[config.mk]
export PLATFORM = sky130hd
export DESIGN_NAME = coalescing_event_queue_core
export DESIGN_NICKNAME = d
export VERILOG_FILES = /design/src/hw/rtl/cevq_pkg.sv /design/src/hw/rtl/cevq_front.sv /design/src/hw/rtl/cevq_back.sv /design/src/hw/rtl/coalescing_event_queue_core.sv
export SDC_FILE = /design/constraint.sdc
export NUM_CORES = 2
export LEC_CHECK = 0
export BUFFER_PORTS_ARGS = -buffer_cell sky130_fd_sc_hd__buf_2
export CAP_MARGIN = 15
export CORE_MARGIN = 5
export CORE_UTILIZATION = 47
export DETAILED_ROUTE_END_ITERATION = 10
export PLACE_DENSITY = 0.62
export SLEW_MARGIN = 20
export SYNTH_ARGS = -nofsm -noshare
export SYNTH_HDL_FRONTEND = slang
export SYNTH_SLANG_ARGS = --single-unit
[constraint.sdc]
create_clock -name aclk -period 6.8 [get_ports aclk]
set_clock_uncertainty 0.2 [all_clocks]
set_input_delay 0.34 -clock aclk [delete_from_list [all_inputs] [get_ports aclk]]
set_output_delay 0.34 -clock aclk [all_outputs]
set_load 0.05 [all_outputs]
[src/hw/rtl/cevq_pkg.sv]
// cevq_pkg: shared types and codes for the coalescing event queue.
// Used by cevq_front, cevq_back and coalescing_event_queue_core.
`timescale 1ns / 1ps

package cevq_pkg;

    localparam int TYPE_W    = 8;
    localparam int TARGET_W  = 16;
    localparam int PAYLOAD_W = 32;
    localparam int REQ_W     = 2;
    localparam int KIND_W    = 2;
    localparam int DATA_W    = TYPE_W + TARGET_W + PAYLOAD_W;

    // request codes on the input tuser
    localparam logic [REQ_W-1:0] REQ_PLAIN  = 2'd0;
    localparam logic [REQ_W-1:0] REQ_UNIQUE = 2'd1;
    localparam logic [REQ_W-1:0] REQ_FLUSH  = 2'd2;

    // result kinds on the output tuser
    localparam logic [KIND_W-1:0] KIND_APPEND   = 2'd0;
    localparam logic [KIND_W-1:0] KIND_COALESCE = 2'd1;
    localparam logic [KIND_W-1:0] KIND_DROP     = 2'd2;
    localparam logic [KIND_W-1:0] KIND_FLUSH    = 2'd3;

    typedef enum logic [1:0] {
        OP_PUSH,
        OP_UNIQUE,
        OP_FLUSH
    } cmd_op_t;

    typedef struct packed {
        logic [PAYLOAD_W-1:0] payload;
        logic [TARGET_W-1:0]  target;
        logic [TYPE_W-1:0]    etype;
    } entry_t;

    typedef struct packed {
        cmd_op_t op;
        entry_t  entry;
    } cmd_t;

    typedef enum logic [2:0] {
        ST_IDLE,
        ST_SCAN,
        ST_APPEND,
        ST_COAL,
        ST_FLUSH
    } state_t;

endpackage

[src/hw/rtl/cevq_front.sv]
// cevq_front: accepts input items, decodes the request and queues commands.
// Depends on cevq_pkg.
`timescale 1ns / 1ps

module cevq_front (
    input  logic                        aclk,
    input  logic                        aresetn,
    input  logic                        s_tvalid,
    output logic                        s_tready,
    input  logic [cevq_pkg::DATA_W-1:0] s_tdata,   // event_type, target_id, payload_handle
    input  logic [cevq_pkg::REQ_W-1:0]  s_tuser,   // req_type
    output logic                        cmd_valid,
    input  logic                        cmd_ready,
    output cevq_pkg::cmd_t              cmd
);

    localparam int FIFO_DEPTH = 2;

    cevq_pkg::cmd_t fifo_reg [FIFO_DEPTH];
    logic           wr_ptr_reg, wr_ptr_next;
    logic           rd_ptr_reg, rd_ptr_next;
    logic [1:0]     fill_reg, fill_next;
    logic           push, pop, known;
    cevq_pkg::cmd_op_t op;

    // unused request code is dropped here
    always_comb begin
        known = 1'b1;
        op    = cevq_pkg::OP_PUSH;
        unique case (s_tuser)
            cevq_pkg::REQ_PLAIN:  op = cevq_pkg::OP_PUSH;
            cevq_pkg::REQ_UNIQUE: op = cevq_pkg::OP_UNIQUE;
            cevq_pkg::REQ_FLUSH:  op = cevq_pkg::OP_FLUSH;
            default:              known = 1'b0;
        endcase
    end

    assign s_tready  = (fill_reg != 2'(FIFO_DEPTH));
    assign push      = s_tvalid && s_tready && known;
    assign cmd_valid = (fill_reg != 2'd0);
    assign pop       = cmd_valid && cmd_ready;
    assign cmd       = fifo_reg[rd_ptr_reg];

    always_comb begin
        wr_ptr_next = wr_ptr_reg ^ push;
        rd_ptr_next = rd_ptr_reg ^ pop;
        fill_next   = fill_reg + {1'b0, push} - {1'b0, pop};
    end

    always_ff @(posedge aclk) begin
        if (!aresetn) begin
            wr_ptr_reg <= 1'b0;
            rd_ptr_reg <= 1'b0;
            fill_reg   <= 2'd0;
        end else begin
            wr_ptr_reg <= wr_ptr_next;
            rd_ptr_reg <= rd_ptr_next;
            fill_reg   <= fill_next;
        end
    end

    always_ff @(posedge aclk) begin
        if (push) begin
            fifo_reg[wr_ptr_reg].op    <= op;
            fifo_reg[wr_ptr_reg].entry <= s_tdata;
        end
    end

endmodule

[src/hw/rtl/cevq_back.sv]
// cevq_back: entry store, scan/append/flush sequencer and output register.
// Depends on cevq_pkg.
`timescale 1ns / 1ps

module cevq_back #(
    parameter int QUEUE_DEPTH = 64
) (
    input  logic                         aclk,
    input  logic                         aresetn,
    input  logic                         cmd_valid,
    output logic                         cmd_ready,
    input  cevq_pkg::cmd_t               cmd,
    output logic                         m_tvalid,
    input  logic                         m_tready,
    output logic [cevq_pkg::DATA_W-1:0]  m_tdata,
    output logic [cevq_pkg::KIND_W-1:0]  m_tuser,
    output logic                         m_tlast
);

    localparam int PTR_W = (QUEUE_DEPTH > 1) ? $clog2(QUEUE_DEPTH) : 1;
    localparam int CNT_W = $clog2(QUEUE_DEPTH + 1);

    cevq_pkg::entry_t mem [QUEUE_DEPTH];
    cevq_pkg::entry_t rd_data_reg;

    cevq_pkg::state_t state_reg, state_next;
    logic [PTR_W-1:0] ptr_reg, ptr_next;
    logic [CNT_W-1:0] count_reg, count_next;
    cevq_pkg::cmd_t   cmd_reg, cmd_next;

    logic                        out_valid_reg;
    logic [cevq_pkg::KIND_W-1:0] out_kind_reg;
    cevq_pkg::entry_t            out_entry_reg;
    logic                        out_last_reg;

    logic [PTR_W-1:0]            rd_addr, wr_addr;
    logic                        wr_en;
    logic                        emit, emit_last;
    logic [cevq_pkg::KIND_W-1:0] emit_kind;
    cevq_pkg::entry_t            emit_entry;
    logic                        out_free;
    logic [CNT_W-1:0]            cnt_m1;
    logic                        full;

    assign out_free = !out_valid_reg || m_tready;
    assign cnt_m1   = count_reg - CNT_W'(1);
    assign full     = (count_reg == CNT_W'(QUEUE_DEPTH));

    always_ff @(posedge aclk) begin
        if (!aresetn) begin
            state_reg <= cevq_pkg::ST_IDLE;
            count_reg <= '0;
        end else begin
            state_reg <= state_next;
            count_reg <= count_next;
        end
    end

    always_ff @(posedge aclk) begin
        ptr_reg <= ptr_next;
        cmd_reg <= cmd_next;
    end

    always_comb begin
        state_next = state_reg;
        ptr_next   = ptr_reg;
        count_next = count_reg;
        cmd_next   = cmd_reg;
        rd_addr    = ptr_reg;
        wr_en      = 1'b0;
        wr_addr    = ptr_reg;
        emit       = 1'b0;
        emit_kind  = cevq_pkg::KIND_APPEND;
        emit_entry = '0;
        emit_last  = 1'b1;
        cmd_ready  = 1'b0;
        unique case (state_reg)
            cevq_pkg::ST_IDLE: begin
                cmd_ready = 1'b1;
                if (cmd_valid) begin
                    cmd_next = cmd;
                    unique case (cmd.op)
                        cevq_pkg::OP_PUSH: state_next = cevq_pkg::ST_APPEND;
                        cevq_pkg::OP_UNIQUE: begin
                            if (count_reg == '0) begin
                                state_next = cevq_pkg::ST_APPEND;
                            end else begin
                                rd_addr    = cnt_m1[PTR_W-1:0];
                                ptr_next   = cnt_m1[PTR_W-1:0];
                                state_next = cevq_pkg::ST_SCAN;
                            end
                        end
                        cevq_pkg::OP_FLUSH: begin
                            if (count_reg != '0) begin
                                rd_addr    = '0;
                                ptr_next   = '0;
                                state_next = cevq_pkg::ST_FLUSH;
                            end
                        end
                        default: state_next = cevq_pkg::ST_IDLE;
                    endcase
                end
            end
            cevq_pkg::ST_SCAN: begin
                // newest to oldest; first target match decides
                if (rd_data_reg.target == cmd_reg.entry.target) begin
                    state_next = (rd_data_reg.etype == cmd_reg.entry.etype) ?
                                 cevq_pkg::ST_COAL : cevq_pkg::ST_APPEND;
                end else if (ptr_reg == '0) begin
                    state_next = cevq_pkg::ST_APPEND;
                end else begin
                    ptr_next = ptr_reg - PTR_W'(1);
                    rd_addr  = ptr_reg - PTR_W'(1);
                end
            end
            cevq_pkg::ST_APPEND: begin
                if (out_free) begin
                    emit = 1'b1;
                    if (full) begin
                        emit_kind = cevq_pkg::KIND_DROP;
                    end else begin
                        emit_kind  = cevq_pkg::KIND_APPEND;
                        wr_en      = 1'b1;
                        wr_addr    = count_reg[PTR_W-1:0];
                        count_next = count_reg + CNT_W'(1);
                    end
                    state_next = cevq_pkg::ST_IDLE;
                end
            end
            cevq_pkg::ST_COAL: begin
                // type and target already equal, so the whole entry is rewritten
                if (out_free) begin
                    emit       = 1'b1;
                    emit_kind  = cevq_pkg::KIND_COALESCE;
                    wr_en      = 1'b1;
                    state_next = cevq_pkg::ST_IDLE;
                end
            end
            cevq_pkg::ST_FLUSH: begin
                if (out_free) begin
                    emit       = 1'b1;
                    emit_kind  = cevq_pkg::KIND_FLUSH;
                    emit_entry = rd_data_reg;
                    emit_last  = (ptr_reg == cnt_m1[PTR_W-1:0]);
                    if (emit_last) begin
                        count_next = '0;
                        state_next = cevq_pkg::ST_IDLE;
                    end else begin
                        ptr_next = ptr_reg + PTR_W'(1);
                        rd_addr  = ptr_reg + PTR_W'(1);
                    end
                end
            end
            default: state_next = cevq_pkg::ST_IDLE;
        endcase
    end

    // store with one write port and one read port, registered read every cycle
    always_ff @(posedge aclk) begin
        if (wr_en) begin
            mem[wr_addr] <= cmd_reg.entry;
        end
        rd_data_reg <= mem[rd_addr];
    end

    always_ff @(posedge aclk) begin
        if (!aresetn) begin
            out_valid_reg <= 1'b0;
        end else if (emit) begin
            out_valid_reg <= 1'b1;
        end else if (m_tready) begin
            out_valid_reg <= 1'b0;
        end
    end

    always_ff @(posedge aclk) begin
        if (emit) begin
            out_kind_reg  <= emit_kind;
            out_entry_reg <= emit_entry;
            out_last_reg  <= emit_last;
        end
    end

    assign m_tvalid = out_valid_reg;
    assign m_tdata  = out_entry_reg;
    assign m_tuser  = out_kind_reg;
    assign m_tlast  = out_last_reg;

`ifndef ASSERT_OFF
    a_count_bound: assert property (@(posedge aclk) disable iff (!aresetn)
        count_reg <= CNT_W'(QUEUE_DEPTH))
        else $error("entry count above depth");

    a_drop_when_full: assert property (@(posedge aclk) disable iff (!aresetn)
        (emit && emit_kind == cevq_pkg::KIND_DROP) |-> full)
        else $error("drop reported with room left");

    a_append_grows: assert property (@(posedge aclk) disable iff (!aresetn)
        (emit && emit_kind == cevq_pkg::KIND_APPEND) |=>
        count_reg == $past(count_reg) + CNT_W'(1))
        else $error("append did not grow the queue");

    a_flush_empties: assert property (@(posedge aclk) disable iff (!aresetn)
        (emit && emit_kind == cevq_pkg::KIND_FLUSH && emit_last) |=>
        count_reg == '0)
        else $error("flush left entries behind");

    a_scan_in_range: assert property (@(posedge aclk) disable iff (!aresetn)
        (state_reg == cevq_pkg::ST_SCAN || state_reg == cevq_pkg::ST_FLUSH) |->
        (CNT_W'(ptr_reg) < count_reg))
        else $error("pointer past stored entries");
`endif

endmodule

[src/hw/rtl/coalescing_event_queue_core.sv]
// Coalescing event queue: a bounded FIFO of events with in-place coalescing.
// Plain push: command queue, IDLE, APPEND, output register. Unique push: a SCAN of
// entries newest-first through the registered-read store before APPEND or COAL.
// Flush: after IDLE, one entry per cycle while the output is not stalled.
// aresetn (sync, active low) empties the queue; the store itself is not cleared.
// Two-command queue between front and back absorbs items while a scan runs.
`timescale 1ns / 1ps

module coalescing_event_queue_core #(
    parameter int QUEUE_DEPTH = 64
) (
    input  logic                         aclk,
    input  logic                         aresetn,
    // input items
    input  logic                         s_tvalid,
    output logic                         s_tready,
    input  logic [cevq_pkg::DATA_W-1:0]  s_tdata,   // event_type, target_id, payload_handle
    input  logic [cevq_pkg::REQ_W-1:0]   s_tuser,   // req_type
    // result items
    output logic                         m_tvalid,
    input  logic                         m_tready,
    output logic [cevq_pkg::DATA_W-1:0]  m_tdata,   // out_event_type, out_target_id,
                                                    // out_payload_handle
    output logic [cevq_pkg::KIND_W-1:0]  m_tuser,   // result_kind
    output logic                         m_tlast    // last_of_run
);

    logic           cmd_valid;
    logic           cmd_ready;
    cevq_pkg::cmd_t cmd;

    // front: decode request, drop unused code, queue command
    cevq_front u_front (
        .aclk      (aclk),
        .aresetn   (aresetn),
        .s_tvalid  (s_tvalid),
        .s_tready  (s_tready),
        .s_tdata   (s_tdata),
        .s_tuser   (s_tuser),
        .cmd_valid (cmd_valid),
        .cmd_ready (cmd_ready),
        .cmd       (cmd)
    );

    // back: entry store, scan, append, flush and the output register
    cevq_back #(
        .QUEUE_DEPTH (QUEUE_DEPTH)
    ) u_back (
        .aclk      (aclk),
        .aresetn   (aresetn),
        .cmd_valid (cmd_valid),
        .cmd_ready (cmd_ready),
        .cmd       (cmd),
        .m_tvalid  (m_tvalid),
        .m_tready  (m_tready),
        .m_tdata   (m_tdata),
        .m_tuser   (m_tuser),
        .m_tlast   (m_tlast)
    );

endmodule
==> impl_metrics.json <==
{
  "status": "completed",
  "dr_total_vias": 92070,
  "cts_setup_buffers": 0,
  "ir_drop_uv": 463.4,
  "initial_core_util_pct": 47.12,
  "grt_use_met1_pct": 38.67,
  "final_cell_count_no_fill": 14490,
  "drv_slew": 0,
  "cts_buffer_depth": 4,
  "core-area_um2": 317300,
  "placement.io_buffers": 122,
  "fin_util_pct": 54.00,
  "hold_viol": 0,
  "antenna_found_initial": 20,
  "synth_area_um2": 149500,
  "path_clk_slew_ps": 60,
  "clock_latency_ps": 950,
  "min_to": "u_front.fifo_reg[0][1]",
  "rsz0062_at_grt": "no",
  "die_y_um": 574.0,
  "p_leak_nw": 58.07,
  "first_pass_iters": 6,
  "cts_sinks": 3893,
  "min_period_over_period_pct": 88.96,
  "worst-r2r-setup-slack_ps": 750,
  "ys_seq_area_share_pct": 77.68,
  "clockRootBuffer": "clkbuf_16",
  "relSlewSlack_pct": 18.47,
  "critPathKind": "register to register",
  "fin_area_um2": 171300,
  "area_growth_pct": 14.61,
  "critPathCaptureType": "register",
  "cts_max_level": 5,
  "cap_violations": 0,
  "ys_types": 70,
  "synth_edf_count": 3815,
  "met3_usage_pct": 6.164,
  "postPlaceCellArea_um2": 157100,
  "cts_tree": "yes",
  "ys.flop_type": "edfxtp_1",
  "ant_nets": 0,
  "cts_buffers": 398,
  "rr_startpoint": "u_back.rd_data_reg[21]",
  "arrival_ps": 6590,
  "tns_ps": 0,
  "cp-start-kind": "register",
  "grt_first_pass_wirelength_um": 648600,
  "viasPerCell": 6.354,
  "largest_reg_flops": 3584,
  "row_count": 207,
  "grt_pass1_vias": 85900,
  "slowest_stage": "and2_4",
  "crit_fanout": 75,
  "setup_viol": 0,
  "ys_seq_elements": 3893,
  "drt_wl_total_um": 466600,
  "drt_iter0_drc": 13980,
  "worstHoldStart": "s_tdata[1]",
  "required_ps": 7340,
  "dp_hpwl_um": 241600,
  "gr-usage-all-layers_pct": 27.34,
  "worstHoldPathCells": 2,
  "tightest_slew_ps": 1223,
  "syn_inst": 9635,
  "max_freq_mhz": 165.3,
  "min_path_type": "primary input to register",
  "syn_nets": 9710,
  "pin_count": 123,
  "async_flop_share_pct": 0,
  "drc": 0,
  "ys_warn_count": 0,
  "crit_chain": "xor2_1, nor4_1, buf_4, and4_1, o22ai_1, a2111oi_0, and2_4, inv_8, buf_12, buf_12, nand2_1, a221oi_1, nor4_1, nand4_1",
  "grt_util_met2_pct": 42.01,
  "period_minus_slack_ps": 6050,
  "whs_ps": 73.26,
  "worstRegToRegCells": 14,
  "dieArea_um2": 329400,
  "wl_per_cell_um": 32.20,
  "drive_gt1_share_pct": 11.94,
  "avgSynthCellArea_um2": 15.52,
  "critPathMaxStageDelay_ps": 800,
  "dp_cells": 13640,
  "p_per_area_nw_per_um2": 443.6,
  "grt_max_degree": 154,
  "grt_busiest_layer": "met2",
  "overflow": 0,
  "die_w_um": 574.0,
  "nets": 10040,
  "place.gp.congestion": 0.8522,
  "rr_endpoint": "u_back.rd_data_reg[22]"
}
## metal layers
layer / part of all wire, % / vias up / routed length, µm
li1: - / 38100 / -
met1: 38 / 46950 / 178500
met2: 45 / 6009 / 211900
met3: 12 / 1010 / 56740
met4: 4.2 / 0 / 19450
met5: 0 / - / 0
## area by class of cell
class | count | area [µm²]
flip-flops and latches | 3893 | 116100
repair buffers | 584 | 5553
well taps | 4180 | 5230
diodes | 15 | 37.54
multi-input cells | 5071 | 31090
clock inverters | 216 | 2401
fillers | 24790 | 145900
clock buffers | 515 | 10820
inverters | 16 | 75.07
## cell families after synthesis
group | count (synthesis) | share of synthesized area (%)
adders and majority gates | 13 | 0.1088
DFF | 3893 | 77.68
xor gates and xnor gates | 43 | 0.2611
and+or+nand+nor | 2870 | 8.476
buffers and inverters | 671 | 1.938
AOI/OAI and AO/OA | 1416 | 6.608
muxes | 729 | 4.928
## placed cells by master, fill, tap and decap left out, types with 6 or more instances in the layout
cell,instances
a21oi_1,573
a221oi_1,444
a31oi_1,60
a32oi_1,225
and2_1,9
and3_1,116
and4_1,58
buf_12,96
buf_2,122
buf_4,264
bufinv_16,43
clkbuf_1,81
clkbuf_16,403
clkbuf_8,31
clkinv_1,68
clkinv_16,6
clkinv_2,77
clkinv_8,7
dfxtp_1,77
diode_2,15
dlygate4sd3_1,101
edfxtp_1,3815
ha_1,11
inv_1,13
mux2_2,56
mux2i_1,673
nand2_1,1829
nand2b_1,9
nand3_1,515
nand4_1,60
nor2_1,28
nor2_4,73
nor2b_1,10
nor3_1,9
nor4_1,121
o21ai_0,64
xnor2_1,10
xor2_1,32
## power breakdown
part	switching, mW	internal (mW)
registers	0.581	29.8
logic	16.8	6.71
clock network	9.20	12.9
## timing repair
action | 4_1_cts | 5_1_grt
hold endpoints to repair | 136 | 0
gates resized for setup | 0 | 0
hold buffers | 101 | 0
## cell usage after synthesis (13+ instances only)
cell / instances / area, µm²
a221oi_1: 444 / 3889
a21oi_1: 573 / 2868
buf_2: 185 / 925.9
ha_1: 13 / 162.7
o21ai_0: 64 / 320.3
nand3_1: 515 / 2577
mux2i_1: 673 / 6736
inv_1: 13 / 48.80
buf_4: 17 / 127.6
nand2_1: 1829 / 6865
and3_1: 116 / 725.7
nor4_1: 121 / 757.0
nand4_1: 60 / 375.4
and4_1: 58 / 508.0
buf_1: 61 / 229.0
a31oi_1: 60 / 375.4
edfxtp_1: 3815 / 114600
a32oi_1: 225 / 1971
dfxtp_1: 78 / 1562
clkbuf_1: 381 / 1430
mux2_2: 56 / 630.6
xor2_1: 32 / 280.3
nor2_1: 101 / 379.1
## metrics by stage
step / setup WS (ps) / total power [mW]
6_report: 750.5 / 76.01
5_1_grt: 584.6 / 78.95
4_1_cts: 991.8 / 75.98
3_5_place_dp: 983.3 / 54.06
3_3_place_gp: 983.6 / 53.60
2_1_floorplan: 1158 / 46.09
## worst max-delay path by stage
stage,depth (start not counted),from,to
3_5_place_dp,13,u_back.count_reg[0],u_back.rd_data_reg[26]
4_1_cts,13,u_back.count_reg[0],u_back.rd_data_reg[26]
2_1_floorplan,13,u_back.count_reg[0],u_back.mem[19][0]
5_1_grt,13,u_back.count_reg[0],u_back.rd_data_reg[55]
6_report,14,u_back.rd_data_reg[21],u_back.rd_data_reg[22]
3_3_place_gp,12,u_back.cmd_reg[16],u_back.rd_data_reg[26]
## worst max-delay path, delay by kind of cell, from the launching register on
kind	cells	cell delay [ps]
compound gates	3	580
xor+xnor	1	290
buf+inv	4	1290
flops	1	730
simple gates	6	2650
Power figures use the tool's default switching activity.
